### src/gpe_pkg.sv
// Shared types and constants for the glyph pair expander.
// No dependencies; imported by every module of the block except gpe_ram.
`default_nettype none
package gpe_pkg;

  // default pair table depth
  localparam int TABLE_DEPTH_DEF = 1024;

  // command queue between front and back
  localparam int QUEUE_DEPTH = 4;
  localparam int QUEUE_AW = $clog2(QUEUE_DEPTH);
  localparam int QUEUE_CW = $clog2(QUEUE_DEPTH + 1);

  // configuration port
  localparam int CFG_ADDR_W = 2;
  localparam int CFG_DATA_W = 16;
  localparam logic [CFG_ADDR_W-1:0] REG_FIRST_GLYPH = 2'd0;
  localparam logic [CFG_ADDR_W-1:0] REG_PAIR_COUNT  = 2'd1;
  localparam logic [CFG_ADDR_W-1:0] REG_CAPACITY    = 2'd2;
  localparam logic [15:0] CAPACITY_RESET = 16'd256;

  // request opcodes carried in tuser
  localparam logic OP_TABLE = 1'b0;
  localparam logic OP_TEXT  = 1'b1;

  // input tdata layout
  localparam int IN_TDATA_W = 56;
  localparam int IDX_LSB    = 0;
  localparam int FIRST_LSB  = 10;
  localparam int SECOND_LSB = 26;
  localparam int TEXT_LSB   = 42;

  // byte constants
  localparam logic [7:0] LEAD_MARK = 8'h80;
  localparam logic [6:0] CODE_HI_MASK = 7'h7F;

  // one queued command: cnt data bytes, then the terminator if term is set
  typedef struct packed {
    logic [2:0]      cnt;
    logic            pair;
    logic            term;
    logic            ovf;
    logic [3:0][7:0] data;
  } gpe_cmd_t;

endpackage
`default_nettype wire

### src/gpe_queue.sv
// Short command queue between the front end and the byte emitter.
// Depends on gpe_pkg.
`default_nettype none
module gpe_queue (
  input  logic                           clk,
  input  logic                           rst_n,
  input  logic                           push,
  input  gpe_pkg::gpe_cmd_t              push_cmd,
  input  logic                           pop,
  output gpe_pkg::gpe_cmd_t              head,
  output logic                           empty,
  output logic [gpe_pkg::QUEUE_CW-1:0]   level
);
  import gpe_pkg::*;

  localparam logic [QUEUE_AW-1:0] LAST_PTR = QUEUE_AW'(QUEUE_DEPTH - 1);
  localparam logic [QUEUE_CW-1:0] FULL_CNT = QUEUE_CW'(QUEUE_DEPTH);

  gpe_cmd_t            mem_r [QUEUE_DEPTH];
  logic [QUEUE_AW-1:0] wr_ptr_r, rd_ptr_r;
  logic [QUEUE_CW-1:0] count_r;

  // entry storage
  always_ff @(posedge clk) begin
    if (push) begin
      mem_r[wr_ptr_r] <= push_cmd;
    end
  end

  // pointers and fill level
  always_ff @(posedge clk) begin
    if (!rst_n) begin
      wr_ptr_r <= '0;
      rd_ptr_r <= '0;
      count_r  <= '0;
    end else begin
      if (push) begin
        wr_ptr_r <= (wr_ptr_r == LAST_PTR) ? '0 : wr_ptr_r + 1'b1;
      end
      if (pop) begin
        rd_ptr_r <= (rd_ptr_r == LAST_PTR) ? '0 : rd_ptr_r + 1'b1;
      end
      if (push && !pop) begin
        count_r <= count_r + 1'b1;
      end else if (pop && !push) begin
        count_r <= count_r - 1'b1;
      end
    end
  end

  assign head  = mem_r[rd_ptr_r];
  assign empty = (count_r == '0);
  assign level = count_r;

`ifndef SYNTHESIS
  a_no_overrun: assert property (@(posedge clk) disable iff (!rst_n)
    (push && !pop) |-> (count_r < FULL_CNT))
    else $error("command queue overrun");
  a_no_underrun: assert property (@(posedge clk) disable iff (!rst_n)
    pop |-> (count_r != '0))
    else $error("command queue underrun");
`endif

endmodule
`default_nettype wire

### config.mk
export PLATFORM = sky130hd
export DESIGN_NAME = gpe_queue
export DESIGN_NICKNAME = d
export VERILOG_FILES = /design/src/gpe_pkg.sv /design/src/gpe_queue.sv
export SDC_FILE = /design/constraint.sdc
export NUM_CORES = 1
export LEC_CHECK = 0
export ABC_AREA = 1
export BUFFER_PORTS_ARGS = -buffer_cell sky130_fd_sc_hd__buf_2
export CAP_MARGIN = 25
export CORE_MARGIN = 2
export CORE_UTILIZATION = 55
export CTS_CLUSTER_DIAMETER = 200
export DETAILED_ROUTE_END_ITERATION = 12
export GPL_TIMING_DRIVEN = 0
export MAX_ROUTING_LAYER = met4
export PLACE_DENSITY = 0.76
export SLEW_MARGIN = 20
export SYNTH_ARGS = -nofsm -noshare
export SYNTH_HDL_FRONTEND = slang
export SYNTH_SLANG_ARGS = --single-unit
### constraint.sdc
create_clock -name clk -period 2.3 [get_ports clk]
set_input_delay 0.345 -clock clk [delete_from_list [all_inputs] [get_ports clk]]
set_output_delay 0.345 -clock clk [all_outputs]
set_load 0.05 [all_outputs]
==> summary.md <==
| Metric | Value |
|---|---|
| Number of buffers inserted to repair setup after CTS | `0` |
| Sequential fraction of the synthesis area | `77.7%` |
| Starting DRC count in detailed routing | `around 320` |
| Total number of clock tree sinks | `between 150 and 200` |
| Arrival time at the worst endpoint | `1.88 ns` |
| Maximum clock rate | `0.450 GHz` |
| Slew at the pin closest to its max-slew limit | `0.466 ns` |
| Cell internal power dissipation | `approximately 5.2 mW` |
| Initial core utilization | `56.3%` |
| Worst setup margin | `just under 0.08 ns` |
| Cell Pwr Density | `949 nW/um^2` |
| Required time of the worst setup path | `1.96 ns` |
| Unique cell type count in the Yosys netlist | `22` |
| Half-perimeter wire length of the detailed placement result | `7810 um` |
| Wire length reported by the detailed router | `around 13,000 um` |
| Post-detailed-route via-to-cell ratio | `5.50` |
| Synthesized area per cell | `~14 um^2` |
| Total gr overflow | `0` |
| Maxcap violations | `0` |
| Hold Buf Count CTS | `0` |
| Highest-delay cell along the critical path | `dfxtp_1` |
| Critical path peak fanout | `10` |
| Number of nets with antenna violations after detailed routing | `0` |
| Share of cells above drive strength 1 | `27.5%` |
| Net switching power figure | `roughly 1.9 mW` |
| Cell Chain, Critical Path | `inv_2 > buf_6 > buf_6 > nor2_1 > o22ai_1 > clkbuf_4` |
| Cell class contributing the biggest share of worst-path delay | `buffers and inverters` |
| Yosys warning total | `0` |
| Clock group share of total power | `a little under two fifths` |
| Clock period minus final worst setup slack | `between 2 and 2.5 ns` |
| Number of cells produced by synthesis | `approximately 430` |
| Number of vias in the routed layout | `3,776` |
| Total routing usage reported by global routing | `between 20% and 30%` |
| Worst hold-check path type | `input port to register` |
| Wire length of the first global-routing pass | `19,500 um` |
| Setup slack at placement | `between 0.4 and 0.5 ns` |
| Routability Congestion | `around 0.74` |
| Post-layout nets | `581` |
| Hold violation count in the final report | `0` |
| Delay of the slowest critical-path stage | `0.35 ns` |
| Maximum buffer depth of the clock tree | `2` |
| Reg power frac | `48.1%` |
| Fraction of power spent switching nets | `26.7%` |
| Total core area | `10,800 um^2` |
| Combinational power share | `15.2%` |
| Count of buffers inserted at the top-level ports | `83` |
| Syn nets | `approximately 480` |
| Clk root buf | `clkbuf_8` |
| CP Buf/Inv Count | `4` |
| Final count of pins violating max slew | `0` |
| Startpoint class of the critical path | `register` |
| Number of clock buffers inserted by TritonCTS | `17` |
| Routed wire per std cell | `18.4 um` |
| Post-synthesis sequential element count | `between 150 and 200` |
| Final setup violating endpoints | `0` |
| Die outline area | `12,000 um^2` |
| Horizontal die dimension | `between 100 and 150 um` |
| Most Frequent Cell on Critical Path | `buf_6` |
| Kind of critical path | `register to primary output` |
| Filler instances | `732` |
| Clock Latency Late Sink | `0.53 ns` |
| Reported leakage power | `2.73 nW` |
| Worst setup EP type | `primary output` |
| Vert. Die Dim | `109 um` |
| Worst-path clk slew | `0.06 ns` |
| Cell area after technology mapping | `6100 um^2` |
| H-tree depth | `4` |
| Number of global-route vias before repair | `between 3,000 and 4,000` |
| Number of core rows | `38` |
| Area Growth Syn to Fin | `21.5%` |
| Worst VDD drop | `0.000555 V` |
| Count of boundary I/O pins | `84` |
| Final period util | `96.6%` |
| Detailed-router iteration count before antenna repair | `4` |
| Post-Route Skew | `between 0.015 and 0.02 ns` |
| Status | `completed` |
| Largest net degree at the start of global routing | `29` |
| Number of DRC violations after detailed routing | `0` |
| Aggregate negative setup slack | `0 ns` |
| Normalized max-slew margin | `68.9%` |
| Initial antenna violation count | `1` |
| TritonCTS clock tree | `built` |
## final timing paths
check                                   to  slack [ns]                      from  cells after the start
hold reg to reg   wr_ptr_r[1]$_SDFFE_PN0P_        0.53  wr_ptr_r[1]$_SDFFE_PN0P_                      2
hold / removal      mem_r[3][13]$_DFFE_PP_        0.02              push_cmd[13]                      1
setup / recovery                  head[34]        0.08                  register                      6
setup reg to reg     mem_r[0][3]$_DFFE_PP_        0.73  wr_ptr_r[0]$_SDFFE_PN0P_                      5
## power by group through the flow
stage          logic, mW  registers, mW  clock network, mW
2_1_floorplan      0.694           3.47                  0
3_3_place_gp       0.993           3.45                  0
3_5_place_dp        1.03           3.45                  0
4_1_cts             1.05           3.38               2.62
5_1_grt             1.14           3.40               2.74
6_report            1.07           3.38               2.58
## what timing repair did
action / 4_1_cts / 5_1_grt
endpoints found under the setup margin: 24 / 27
pin swaps: 0 / 1
gates resized for setup: 14 / 26
gates cloned: 0 / 0
endpoints found under the hold margin: 0 / 0
## cell usage in the layout (no fill, tap or decap), types with 3 or more instances in the layout
cell,Yosys,layout
a21oi_1,3,3
buf_12,0,4
buf_2,4,68
buf_4,4,17
buf_6,4,5
clkbuf_16,0,17
clkbuf_2,4,5
clkbuf_4,0,9
clkbuf_8,3,9
clkinv_2,0,4
clkinvlp_4,0,3
dfxtp_1,9,8
edfxtp_1,152,152
ha_1,6,6
inv_1,14,10
inv_2,2,6
nand2_1,8,8
nor2_1,84,84
nor3_1,3,3
o21ai_0,72,72
o21ai_1,7,7
o22ai_1,38,37
## state kept, by name, indices dropped and copies added, names as in the netlist, named ones only
signal / cells
rd_ptr_r: 2
wr_ptr_r: 2
level: 3
mem_r: 152
## routing by layer
metal / vias up / track usage [%] / share of wire [%]
met4: 0 / 10.5 / 1.2
met3: 12 / 6.58 / 6.6
li1: 1794 / - / -
met1: 1842 / 26.9 / 40
met5: - / - / 0
met2: 128 / 38.1 / 52
## per-stage QoR
| step | cell area [um^2] | total power [mW] | utilization [%] | std cells | hold slack, ns |
|---|---|---|---|---|---|
| after floorplan | 6100 | 4.16 | - | 426 | 0.444 |
| after detailed placement | 6770 | 4.48 | 62.5 | 653 | 0.524 |
| final | 7410 | 7.04 | 68.4 | 686 | 0.0222 |
| after CTS | 7370 | 7.06 | 67.9 | 685 | 0.00732 |
| after global routing | 7410 | 7.28 | 68.4 | 686 | 0.0113 |
| after global placement | 6690 | 4.44 | 61.7 | 649 | 0.501 |
## cell families (layout without fill, tap and decap cells)
family,count (synthesis),in the layout,synth area share (%)
other cells,0,1,0
simple gates,97,97,6.09
xor+xnor,1,1,0.144
flops,161,161,77.7
compound gates,120,120,10.6
buf+inv,40,159,3.85
fa+ha+maj,7,7,1.56
## cell usage after synthesis, drive strengths merged
master / instances / area (um^2)
a21oi: 3 / 15.0
buf: 12 / 95.1
clkbuf: 12 / 80.1
dfxtp: 9 / 180
edfxtp: 152 / 4560
fa: 1 / 20.0
ha: 6 / 75.1
inv: 16 / 60.1
nand2: 8 / 30.0
nand3: 1 / 5.00
nand4: 1 / 6.26
nor2: 84 / 315
nor3: 3 / 15.0
o21ai: 79 / 395
o22ai: 38 / 238
xor2: 1 / 8.76
## cell type report
class / instances / area, um^2 / area share (%)
clock buffer: 24 / 512 / 6.90
multi-input combinational: 225 / 1130 / 15.2
clock inverter: 8 / 51.3 / 0.692
tap: 140 / 175 / 2.36
buffer: 24 / 198 / 2.67
sequential: 161 / 4750 / 64.0
inverter: 16 / 60.1 / 0.810
antenna: 1 / 2.50 / 0.0337
timing repair buffer: 87 / 541 / 7.29
Power figures use the tool's default switching activity.
