[src/gpe_pkg.sv]
// Shared types and constants for the glyph pair expander.
// No dependencies; imported by every module of the block except gpe_ram.
`default_nettype none
package gpe_pkg;

  // default pair table depth
  localparam int TABLE_DEPTH_DEF = 1024;

  // command queue between front and back
  localparam int QUEUE_DEPTH = 4;
  localparam int QUEUE_AW = $clog2(QUEUE_DEPTH);
  localparam int QUEUE_CW = $clog2(QUEUE_DEPTH + 1);

  // configuration port
  localparam int CFG_ADDR_W = 2;
  localparam int CFG_DATA_W = 16;
  localparam logic [CFG_ADDR_W-1:0] REG_FIRST_GLYPH = 2'd0;
  localparam logic [CFG_ADDR_W-1:0] REG_PAIR_COUNT  = 2'd1;
  localparam logic [CFG_ADDR_W-1:0] REG_CAPACITY    = 2'd2;
  localparam logic [15:0] CAPACITY_RESET = 16'd256;

  // request opcodes carried in tuser
  localparam logic OP_TABLE = 1'b0;
  localparam logic OP_TEXT  = 1'b1;

  // input tdata layout
  localparam int IN_TDATA_W = 56;
  localparam int IDX_LSB    = 0;
  localparam int FIRST_LSB  = 10;
  localparam int SECOND_LSB = 26;
  localparam int TEXT_LSB   = 42;

  // byte constants
  localparam logic [7:0] LEAD_MARK = 8'h80;
  localparam logic [6:0] CODE_HI_MASK = 7'h7F;

  // one queued command: cnt data bytes, then the terminator if term is set
  typedef struct packed {
    logic [2:0]      cnt;
    logic            pair;
    logic            term;
    logic            ovf;
    logic [3:0][7:0] data;
  } gpe_cmd_t;

endpackage
`default_nettype wire

[src/gpe_back.sv]
// Byte emitter: walks each queued command and drives the output register.
// Depends on gpe_pkg.
`default_nettype none
module gpe_back (
  input  logic              clk,
  input  logic              rst_n,
  input  gpe_pkg::gpe_cmd_t head,
  input  logic              empty,
  output logic              pop,
  output logic              out_tvalid,
  input  logic              out_tready,
  output logic [7:0]        out_tdata,   // [7:0] out_byte
  output logic              out_tlast,
  output logic [0:0]        out_tuser    // [0] overflow
);
  import gpe_pkg::*;

  logic       valid_r;
  logic [7:0] byte_r;
  logic       last_r, ovf_r;
  logic [2:0] idx_r;
  logic [2:0] total;
  logic       load, in_data;

  // bytes this command yields
  assign total   = head.cnt + {2'b00, head.term};
  assign load    = !empty && (!valid_r || out_tready);
  assign in_data = idx_r < head.cnt;
  assign pop     = load && ((idx_r + 3'd1) == total);

  // output register
  always_ff @(posedge clk) begin
    if (!rst_n) begin
      valid_r <= 1'b0;
      idx_r   <= '0;
    end else begin
      if (load) begin
        valid_r <= 1'b1;
        idx_r   <= pop ? 3'd0 : idx_r + 3'd1;
      end else if (out_tready) begin
        valid_r <= 1'b0;
      end
    end
  end

  always_ff @(posedge clk) begin
    if (load) begin
      byte_r <= in_data ? head.data[idx_r[1:0]] : 8'd0;
      last_r <= !in_data;
      ovf_r  <= !in_data && head.ovf;
    end
  end

  assign out_tvalid   = valid_r;
  assign out_tdata    = byte_r;
  assign out_tlast    = last_r;
  assign out_tuser[0] = ovf_r;

`ifndef SYNTHESIS
  a_term_zero: assert property (@(posedge clk) disable iff (!rst_n)
    (valid_r && last_r) |-> (byte_r == '0))
    else $error("terminator byte is not zero");
`endif

endmodule
`default_nettype wire

[config.mk]
export PLATFORM = sky130hd
export DESIGN_NAME = gpe_back
export DESIGN_NICKNAME = d
export VERILOG_FILES = /design/src/gpe_pkg.sv /design/src/gpe_back.sv
export SDC_FILE = /design/constraint.sdc
export NUM_CORES = 1
export LEC_CHECK = 0
export BUFFER_PORTS_ARGS = -buffer_cell sky130_fd_sc_hd__buf_4
export CAP_MARGIN = 20
export CORE_MARGIN = 2
export CORE_UTILIZATION = 40
export DETAILED_ROUTE_END_ITERATION = 8
export PLACE_DENSITY = 0.73
export SLEW_MARGIN = 10
export SYNTH_ARGS = -nofsm -noshare
export SYNTH_HDL_FRONTEND = slang
export SYNTH_SLANG_ARGS = --single-unit
export TNS_END_PERCENT = 20
[constraint.sdc]
create_clock -name clk -period 1.8 [get_ports clk]
set_input_delay 0.36 -clock clk [delete_from_list [all_inputs] [get_ports clk]]
set_output_delay 0.36 -clock clk [all_outputs]
set_load 0.05 [all_outputs]
==> results.md, run 1 <==
| Quantity | This run |
| --- | --- |
| Highest-delay cell along the critical path | dfxtp_4 |
| Global-route usage over all layers | 16.5% |
| Diode insertion count for antenna repair | 0 |
| Yosys cell types | 27 |
| Unrepaired setup endpoints after global routing | true |
| Per-instance average area after synthesis | 14.1 um^2 |
| Final critical-path share of the clock period | 107% |
| Leading cell type in the layout, fill and taps excluded | buf_4 |
| First-pass detailed-route iteration total | 2 |
| Critical path peak fanout | 3 |
| Crit path arrival time | 1570 ps |
| Number of cell rows | 17 |
| Total grt overflow | 0 |
| Worst endpoint required time | 1440 ps |
| Type of the tightest min-delay check | primary input to register |
| Final number of max-transition violations | 0 |
| CTS H-tree lvls | 1 |
| Final setup TNS | -193 ps |
| Min-Delay Endpoint | out_tvalid |
| Post-route DRC violation count | 0 |
| Finish-stage setup viols | 3 |
| Worst slew margin relative to its limit | 84.1% |
| Area growth, synth to finish | 65.1% |
| Vias post-DR | 745 |
| FF-to-FF setup slack | -40 ps |
| RR Startpoint | idx_r[0] |
| Final critical-path required period | 1930 ps |
| CP Capture Type | output port |
| Total of max-cap violations | 0 |
| Violations in the final reports | negative setup slack |
| Maximum number of pins on one net before global-route repair | 16 |
| Primary FF master, synth | edfxtp_1 |
| Setup ws final | -130 ps |
| Final WL | 1960 um |
| End of the worst register-to-register path | idx_r[0] |
| YS warnings | 0 |
| Worst setup skew after layout | 0.599 ps |
| Sum of buffers and inverters on the critical path | 1 |
| Proportion of register bits with asynchronous set or reset after synthesis | 0% |
| Fraction of layout cells with a size suffix above 1 | 66.2% |
| Root buffer selected by CTS | clkbuf_4 |
| DR vias/cell | 4.72 |
| Area of the placeable core | 0.00217 mm^2 |
| Initial antenna violation count | 0 |
| Run status | finished, violations left |
| Routed length per placed instance | 12.4 um |
| Total CTS buffers | 3 |
| Number of nets at the end of the flow | 178 |
| Power Total | 1.11 mW |
| Beginning of the worst hold path | empty |
| Syn Nets | 111 |
| Initial DRC count | 2 |
| Total power per unit cell area | 746 mW/mm^2 |
| Final Hold Violating Endpoints | 0 |
| Number of cells on the worst hold path | 2 |
| Initial standard-cell utilization of the core | 41.6% |
| Cell count of the worst reg-to-reg path | 9 |
| Share of the core filled with cells | 68.7% |
| Highest-count cells in the layout ignoring fill and taps | buf_4, edfxtp_1, nor2b_1 |
| Worst stage delay on the critical path | 360 ps |
| Routability-driven placement congestion ratio | 0.703 |
| Number of synthesized flops with an enable pin | 10 |
| Maximum vdd drop | 0.434 mV |
| Critical-path cell list | ha_4 > xor2_1 > xnor2_1 > nor2_2 > and2_4 > buf_8 |
| Die boundary width | 51.5 um |
| Die ar. | 0.00265 mm^2 |
| Syn Inst Count | 64 |
| Clock latency on the worst-skew pair | 270 ps |
| Half-perimeter wire length after detailed placement | 1600 um |
| Fraction of the yosys area taken by sequential cells | 42.1% |
| Number of clock sinks | 14 |
| Worst slew pin tran | 237 ps |
| I/O pins | 54 |
| Vias in the first global route | 738 |
| Worst setup path class | register to output port |
| CTS clk-pin slew, worst paths | 70 ps |
| Die height | 51.5 um |
| Worst-case clock buffer depth | 2 |
| Synthesized area | 903 um^2 |
| Leakage | 0.667 nW |
| Register bit total from synthesis | 14 |
| Type of origin of the critical path | register |
| Critical path's top delay family | XOR/XNOR gates |
| Antenna Nets Post-Route | 0 |
| IO Port Bufs | 52 |
| TritonCTS clock tree | yes |
| Peak Freq | 518 MHz |
| First-pass GRT wire length | 3190 um |
==> timing repair <==
item,4_1_cts,5_1_grt
endpoints found under the hold margin,0,0
setup buffers,5,1
endpoints found under the setup margin,1,3
hold buffers,0,0
pin swaps,5,4
resized for setup,11,1
==> worst reg2reg max path, stage by stage, from the launching register on <==
cell     delay, ps
dfxtp_4        360
ha_4           270
xnor2_1        110
nand2_1        110
buf_4          140
buf_4          120
buf_4          120
buf_4          120
buf_4          130
o311a_1        270
==> metal layers <==
layer | part of all wire [%] | wire, um | global-route usage [%]
met4 | 2.3 | 46 | 7.89
met3 | 6.9 | 136 | 2.30
met1 | 39 | 761 | 21.2
met2 | 52 | 1020 | 27.4
met5 | 0 | 0 | 0
==> registers in the layout (all words and copies together), names as in the netlist <==
name,count
idx_r,3
out_tdata,8
out_tlast,1
out_tuser,1
out_tvalid,1
==> cell families after synthesis <==
| logic type | synth area share, % |
|---|---|
| AO/OA/AOI/OAI | 8.03 |
| XOR/XNOR | 6.65 |
| adder cells (fa/ha/maj) | 6.93 |
| buffers and inverters | 3.05 |
| flip-flops | 42.1 |
| multiplexers | 21.5 |
| AND/OR/NAND/NOR | 11.8 |
==> how the worst max path moves through the flow <==
| stage | cells after the start | end | from | slack, ps |
|---|---|---|---|---|
| 6_report | 6 | pop | idx_r[0] | -130 |
| 2_1_floorplan | 6 | pop | head[33] | 4 |
| 4_1_cts | 6 | pop | idx_r[0] | -100 |
| 3_3_place_gp | 8 | pop | head[33] | -190 |
| 5_1_grt | 6 | pop | idx_r[0] | -210 |
| 3_5_place_dp | 8 | pop | head[33] | -220 |
==> metrics by stage <==
step | cells | hold WS (ps) | setup WS, ps | area, um^2
after floorplan | 64 | 466 | 4.49 | 906
after global placement | 148 | 489 | -189 | 1360
after detailed placement | 148 | 509 | -216 | 1360
after CTS | 157 | 281 | -95.6 | 1480
after global routing | 158 | 276 | -209 | 1490
final | 158 | 277 | -130 | 1490
==> report_power, final <==
part | leakage [nW] | switching [mW] | internal [mW]
logic | 0.520 | 0.244 | 0.284
registers | 0.133 | 0.0155 | 0.394
clock network | 0.0150 | 0.0908 | 0.0860
total | 0.667 | 0.350 | 0.763
==> final cells by class <==
cell class / instances / area [um^2]
Multi-Input combinational cell: 45 / 538
Clock buffer: 4 / 26.3
Inverter: 2 / 7.51
Timing Repair Buffer: 65 / 499
Tap cell: 28 / 35.0
Fill cell: 170 / 678
Sequential cell: 14 / 385
==> synthesized netlist by cell type, types with 2 or more instances <==
cell type / count / area share [%]
and2_1: 2 / 1.4
dfxtp_1: 4 / 8.9
edfxtp_1: 10 / 33
ha_1: 5 / 6.9
inv_1: 2 / 0.83
mux4_2: 7 / 17
nand2_1: 2 / 0.83
nand2b_1: 3 / 2.1
nor2b_1: 8 / 5.5
xnor2_1: 3 / 2.9
xor2_1: 2 / 1.9
(Power assumes the default switching activity.)
==> run 2, diff against run 1 <==
--- a/config.mk
+++ b/config.mk
@@ -7,10 +7,12 @@
 export LEC_CHECK = 0
 export BUFFER_PORTS_ARGS = -buffer_cell sky130_fd_sc_hd__buf_4
 export CAP_MARGIN = 20
+export CELL_PAD_IN_SITES_DETAIL_PLACEMENT = 1
+export CELL_PAD_IN_SITES_GLOBAL_PLACEMENT = 2
 export CORE_MARGIN = 2
-export CORE_UTILIZATION = 40
+export CORE_UTILIZATION = 25
 export DETAILED_ROUTE_END_ITERATION = 8
-export PLACE_DENSITY = 0.73
+export PLACE_DENSITY_LB_ADDON = 0.1
 export SLEW_MARGIN = 10
 export SYNTH_ARGS = -nofsm -noshare
 export SYNTH_HDL_FRONTEND = slang
==> constraint.sdc (replaced) <==
create_clock -name clk -period 1.92 [get_ports clk]
set_input_delay 0.384 -clock clk [delete_from_list [all_inputs] [get_ports clk]]
set_output_delay 0.384 -clock clk [all_outputs]
set_load 0.05 [all_outputs]
==> run 2 against run 1 <==
  * The run still ends with negative setup slack left
  * Critical path type is now primary input to output port
  * Combinational power fell by 6.3%
  * Global-route usage decreased by 4.4 points
  * Register-to-register slack better by 130 ps
  * Largest power group unchanged
  * Worst setup slack improved by 78 ps
  * First-iteration DRC count rose to 8.5 times the previous value
==> results.md, run 2 (synthesis gave the netlist of run 1 again) <==
| Quantity | This run | Delta |
| --- | --- | --- |
| Root buffer selected by CTS | clkbuf_4 | unchanged |
| Die boundary width | 64.1 um | was 51.5 um |
| First-pass GRT wire length | 3710 um | was 3190 um |
| DR vias/cell | 4.48 | was 4.72 |
| Number of cell rows | 21 | was 17 |
| Half-perimeter wire length after detailed placement | 1740 um | was 1600 um |
| I/O pins | 54 | unchanged |
| Routed length per placed instance | 12.9 um | was 12.4 um |
| Finish-stage setup viols | 1 | was 3 |
| Initial standard-cell utilization of the core | 26.4% | was 41.6% |
| Final WL | 2250 um | was 1960 um |
| Worst-case clock buffer depth | 2 | unchanged |
| Vias post-DR | 780 | was 745 |
| Final critical-path share of the clock period | 103% |  |
| Highest-count cells in the layout ignoring fill and taps | buf_4, edfxtp_1, nor2b_1 | unchanged |
| Peak Freq | 507 MHz |  |
| Run status | finished, violations left | unchanged |
| Final number of max-transition violations | 0 | unchanged |
| Post-place instance area | 0.00137 mm^2 | was 0.00136 mm^2 |
| Global-route usage over all layers | 12.0% | was 16.5% |
| Number of flip-flops under the largest register name | 8 | unchanged |
| Violations in the final reports | negative setup slack | unchanged |
| Final cell area excluding filler cells | 0.00153 mm^2 | was 0.00149 mm^2 |
| Share of the core filled with cells | 44.7% | was 68.7% |
| Worst setup path class | primary input to output port | was register to output port |
| Area growth, synth to finish | 68.8% | was 65.1% |
| Type of origin of the critical path | primary input | was register |
| CP Capture Type | output port | unchanged |
| Crit path arrival time | 1590 ps | was 1570 ps |
| Critical path peak fanout | 2 | was 3 |
| Die height | 64.1 um | was 51.5 um |
| Leading cell type in the layout, fill and taps excluded | buf_4 | unchanged |
| Type of the tightest min-delay check | primary input to register | unchanged |
| Antenna Nets Post-Route | 0 | unchanged |
| Worst endpoint required time | 1540 ps | was 1440 ps |
| Total CTS buffers | 3 | unchanged |
| Number of cells after detailed placement | 164 | was 148 |
| Maximum vdd drop | 0.232 mV | was 0.434 mV |
| Total power per unit cell area | 688 mW/mm^2 | was 746 mW/mm^2 |
| Fraction of layout cells with a size suffix above 1 | 68.0% | was 66.2% |
| CTS clk-pin slew, worst paths | 90 ps | was 70 ps |
| Area of the placeable core | 0.00342 mm^2 | was 0.00217 mm^2 |
| Vias in the first global route | 847 | was 738 |
| Worst slew margin relative to its limit | 82.2% | was 84.1% |
| Diode insertion count for antenna repair | 0 | unchanged |
| Leakage | 0.672 nW | was 0.667 nW |
| Fill cell count | 385 | was 170 |
| Pre-CTS setup slack | -212 ps | was -216 ps |
| IO Port Bufs | 52 | unchanged |
| Initial antenna violation count | 0 | unchanged |
| Number of nets at the end of the flow | 176 | was 178 |
| TritonCTS clock tree | yes | unchanged |
| Number of clock sinks | 14 | unchanged |
| Routability-driven placement congestion ratio | 0.760 | was 0.703 |
| CTS H-tree lvls | 1 | unchanged |
| Worst setup skew after layout | 5.13 ps | was 0.599 ps |
| Final critical-path required period | 1970 ps |  |
| Die ar. | 0.00411 mm^2 | was 0.00265 mm^2 |
| Total of max-cap violations | 0 | unchanged |
| Post-route DRC violation count | 0 | unchanged |
| Unrepaired setup endpoints after global routing | true | unchanged |
| Count of hold buffers inserted by post-cts repair | 0 | unchanged |
| Total grt overflow | 0 | unchanged |
| Final Non-Filler Cells | 174 | was 158 |
| Maximum number of pins on one net before global-route repair | 16 | unchanged |
| First-pass detailed-route iteration total | 2 | unchanged |
| Initial DRC count | 17 | was 2 |
| Worst slew pin tran | 265 ps | was 237 ps |
| Clock latency on the worst-skew pair | 280 ps | was 270 ps |
| Final Hold Violating Endpoints | 0 | unchanged |
| Setup ws final | -52.5 ps | was -130 ps |
==> run 2: repair_timing <==
item / CTS / global route
endpoints found under the setup margin: 1 / 2
pin swaps: 6 / 7
resized for setup: 13 / 5
buffers inserted: 7 / 1
==> run 2: path summary, 6_finish.rpt <==
path                   start         end  slack, ps  cells after the start
setup / recovery    head[33]         pop        -50                      8
hold / removal         empty  out_tvalid        300                      2
setup reg to reg    idx_r[0]    idx_r[2]         90                     10
hold reg to reg   out_tvalid  out_tvalid        510                      2
==> run 2: final cells by class <==
class,count,area (um^2),area share [%]
clock buffer,3,22.5,1.48
clock inverter,1,3.75,0.246
inverter,2,7.51,0.492
multi-input combinational,45,561,36.8
sequential,14,385,25.3
tap,46,57.6,3.77
timing repair buffer,63,488,32.0
==> run 2: report_power, final <==
group	switching (mW)	internal, mW
clock	0.0972	0.0753
sequential	0.0141	0.369
combinational	0.232	0.262
total	0.343	0.706
==> run 2: metal layers <==
metal  part of all wire [%]  vias up  GRT usage (%)
li1                       -      367              -
met1                     32      368           11.3
met2                     58       39           24.6
met3                    7.0        6           2.64
met4                    2.1        0           4.79
met5                      0        -              0
==> run 2: worst max-delay path, cell delays in order <==
cell,delay (ps)
buf_4,120
ha_4,150
ha_4,160
xor2_2,180
xnor2_2,150
nor2_2,150
and2_4,160
buf_8,140
==> run 2: per-stage QoR <==
stage	total power [mW]	TNS, ps	hold WS (ps)
floorplan	0.667	0	490
global placement	0.812	-169	490
detailed placement	0.818	-212	507
CTS	1.06	-18.8	301
global route	1.12	-87.1	304
finish	1.05	-52.5	299
==> run 3, diff against run 2 <==
--- a/config.mk
+++ b/config.mk
@@ -5,14 +5,15 @@
 export SDC_FILE = /design/constraint.sdc
 export NUM_CORES = 1
 export LEC_CHECK = 0
+export ABC_CLOCK_PERIOD_IN_PS = 1920
 export BUFFER_PORTS_ARGS = -buffer_cell sky130_fd_sc_hd__buf_4
-export CAP_MARGIN = 20
 export CELL_PAD_IN_SITES_DETAIL_PLACEMENT = 1
 export CELL_PAD_IN_SITES_GLOBAL_PLACEMENT = 2
 export CORE_MARGIN = 2
 export CORE_UTILIZATION = 25
 export DETAILED_ROUTE_END_ITERATION = 8
 export PLACE_DENSITY_LB_ADDON = 0.1
+export SKIP_LAST_GASP = 1
 export SLEW_MARGIN = 10
 export SYNTH_ARGS = -nofsm -noshare
 export SYNTH_HDL_FRONTEND = slang
==> run 3 against run 2 <==
  * The run still ends with negative setup slack left
  * Register-to-register slack got worse by 90 ps
  * Critical path depth unchanged
  * Global-route usage about the same
  * Total power up 3.4%
  * Clock skew shrank 3.9 ps
  * Final cell count grew 2.9%
  * Fmax grew 0.80%
  * Die area unchanged
  * Critical path type unchanged
  * Critical endpoint unchanged
==> results.md, run 3 (synthesis gave the netlist of run 1 again) <==
| Quantity | This run | Delta |
| --- | --- | --- |
| Die ar. | 0.00411 mm^2 | unchanged |
| Worst-case clock buffer depth | 2 | unchanged |
| TritonCTS clock tree | yes | unchanged |
| Final critical-path share of the clock period | 102% | was 103% |
| Final number of max-transition violations | 0 | unchanged |
| Post-place instance area | 0.00137 mm^2 | unchanged |
| Share of the core filled with cells | 46.1% | was 44.7% |
| Total grt overflow | 0 | unchanged |
| Critical path peak fanout | 2 | unchanged |
| Worst endpoint required time | 1540 ps | about the same |
| Crit path arrival time | 1570 ps | was 1590 ps |
| Post-route DRC violation count | 0 | unchanged |
| Final critical-path required period | 1960 ps | was 1970 ps |
| RR Startpoint | idx_r[1] | was idx_r[0] |
| Half-perimeter wire length after detailed placement | 1740 um | unchanged |
| End of the worst register-to-register path | idx_r[2] | unchanged |
| Initial DRC count | 14 | was 17 |
| Diode insertion count for antenna repair | 0 | unchanged |
| CTS H-tree lvls | 1 | unchanged |
| Root buffer selected by CTS | clkbuf_4 | unchanged |
| Clock latency on the worst-skew pair | 270 ps | was 280 ps |
| Unrepaired setup endpoints after global routing | true | unchanged |
| Number of flip-flops under the largest register name | 8 | unchanged |
| Initial standard-cell utilization of the core | 26.4% | unchanged |
| Final cell area excluding filler cells | 0.00158 mm^2 | was 0.00153 mm^2 |
| Hold_ws | 306 ps | was 299 ps |
| Initial antenna violation count | 0 | unchanged |
| Routability-driven placement congestion ratio | 0.760 | unchanged |
| Worst slew margin relative to its limit | 82.3% | was 82.2% |
| Number of cells on the worst hold path | 2 | unchanged |
| First-pass detailed-route iteration total | 4 | was 2 |
| Routed length per placed instance | 13.5 um | was 12.9 um |
| Leading cell type in the layout, fill and taps excluded | buf_4 | unchanged |
| Peak Freq | 511 MHz | was 507 MHz |
| Fraction of layout cells with a size suffix above 1 | 69.2% | was 68.0% |
| Worst slew pin tran | 264 ps | was 265 ps |
| Leakage | 0.702 nW | was 0.672 nW |
| Worst setup path class | primary input to output port | unchanged |
| Type of origin of the critical path | primary input | unchanged |
| FF-to-FF setup slack | 0 ps | was 90 ps |
| Number of clock sinks | 14 | unchanged |
| Number of nets at the end of the flow | 181 | was 176 |
| Highest-count cells in the layout ignoring fill and taps | buf_4, edfxtp_1, nor2b_1 | unchanged |
| CP Capture Type | output port | unchanged |
| Die boundary width | 64.1 um | unchanged |
| Maximum number of pins on one net before global-route repair | 16 | unchanged |
| DR vias/cell | 4.41 | was 4.48 |
| IO Port Bufs | 52 | unchanged |
| Type of the tightest min-delay check | primary input to register | unchanged |
| Final Hold Violating Endpoints | 0 | unchanged |
| Vias in the first global route | 850 | was 847 |
| Total CTS buffers | 3 | unchanged |
| Finish-stage setup viols | 2 | was 1 |
| Count of hold buffers inserted by post-cts repair | 0 | unchanged |
| Total of max-cap violations | 0 | unchanged |
| Cell count of the worst reg-to-reg path | 11 | was 10 |
| Worst setup skew after layout | 1.20 ps | was 5.13 ps |
| Violations in the final reports | negative setup slack | unchanged |
| Vias post-DR | 790 | was 780 |
| Total power per unit cell area | 689 mW/mm^2 | was 688 mW/mm^2 |
| Global-route usage over all layers | 12.1% | was 12.0% |
| Maximum vdd drop | 0.232 mV | about the same |
| CTS clk-pin slew, worst paths | 90 ps | about the same |
| I/O pins | 54 | unchanged |
| Area of the placeable core | 0.00342 mm^2 | unchanged |
| Area growth, synth to finish | 74.4% | was 68.8% |
| Min-Delay Endpoint | out_tvalid | unchanged |
| Run status | finished, violations left | unchanged |
| Beginning of the worst hold path | empty | unchanged |
| Final WL | 2420 um | was 2250 um |
| Setup ws final | -36.9 ps | was -52.5 ps |
| Die height | 64.1 um | unchanged |
| Number of cell rows | 21 | unchanged |
| Antenna Nets Post-Route | 0 | unchanged |
| First-pass GRT wire length | 3730 um | was 3710 um |
-- run 3: final cells by class --
| type | count | area [um^2] |
|---|---|---|
| Timing Repair Buffer | 68 | 538 |
| Multi-Input combinational cell | 45 | 561 |
| Fill cell | 385 | 1840 |
| Clock inverter | 1 | 3.75 |
| Sequential cell | 14 | 385 |
| Tap cell | 46 | 57.6 |
| Clock buffer | 3 | 22.5 |
| Inverter | 2 | 7.51 |
-- run 3: how the worst max path moves through the flow --
stage	startpoint	depth (start not counted)	to	slack (ps)
finish	head[35]	8	pop	-40
global route	idx_r[1]	6	pop	-100
CTS	idx_r[1]	6	pop	-20
detailed placement	head[33]	8	pop	-210
global placement	head[33]	8	pop	-170
floorplan	head[33]	6	pop	20
-- run 3: worst max-delay path, cell delays in order --
cell	delay, ps
buf_6	100
ha_4	150
ha_4	150
xor2_2	180
xnor2_2	150
nor2_2	150
and2_4	160
buf_8	140
-- run 3: routing by layer --
layer  global-route usage [%]  up-vias  wire (um)
met1                     11.4      370        760
li1                         -      377          -
met4                     4.79        0         47
met2                     24.6       39       1450
met5                        0        -          0
met3                     2.64        4        156
-- run 3: timing repair --
action,4_1_cts,5_1_grt
setup endpoints to repair,1,2
gates resized for setup,13,7
gates cloned,0,0
pin swaps,5,8
setup buffers,7,4
-- run 3: stage by stage --
stage | instances | setup TNS, ps | worst slack, ps | total power, mW
2_1_floorplan | 64 | 0 | 22.4 | 0.667
3_3_place_gp | 164 | -169 | -169 | 0.812
3_5_place_dp | 164 | -212 | -212 | 0.818
4_1_cts | 175 | -37.4 | -18.8 | 1.06
5_1_grt | 179 | -200 | -105 | 1.16
6_report | 179 | -48.9 | -36.9 | 1.09
-- run 3: power by group --
part / switching (mW) / internal, mW / total [mW]
Sequential: 0.0137 / 0.369 / 0.382
Clock: 0.0948 / 0.0752 / 0.170
Combinational: 0.243 / 0.290 / 0.533
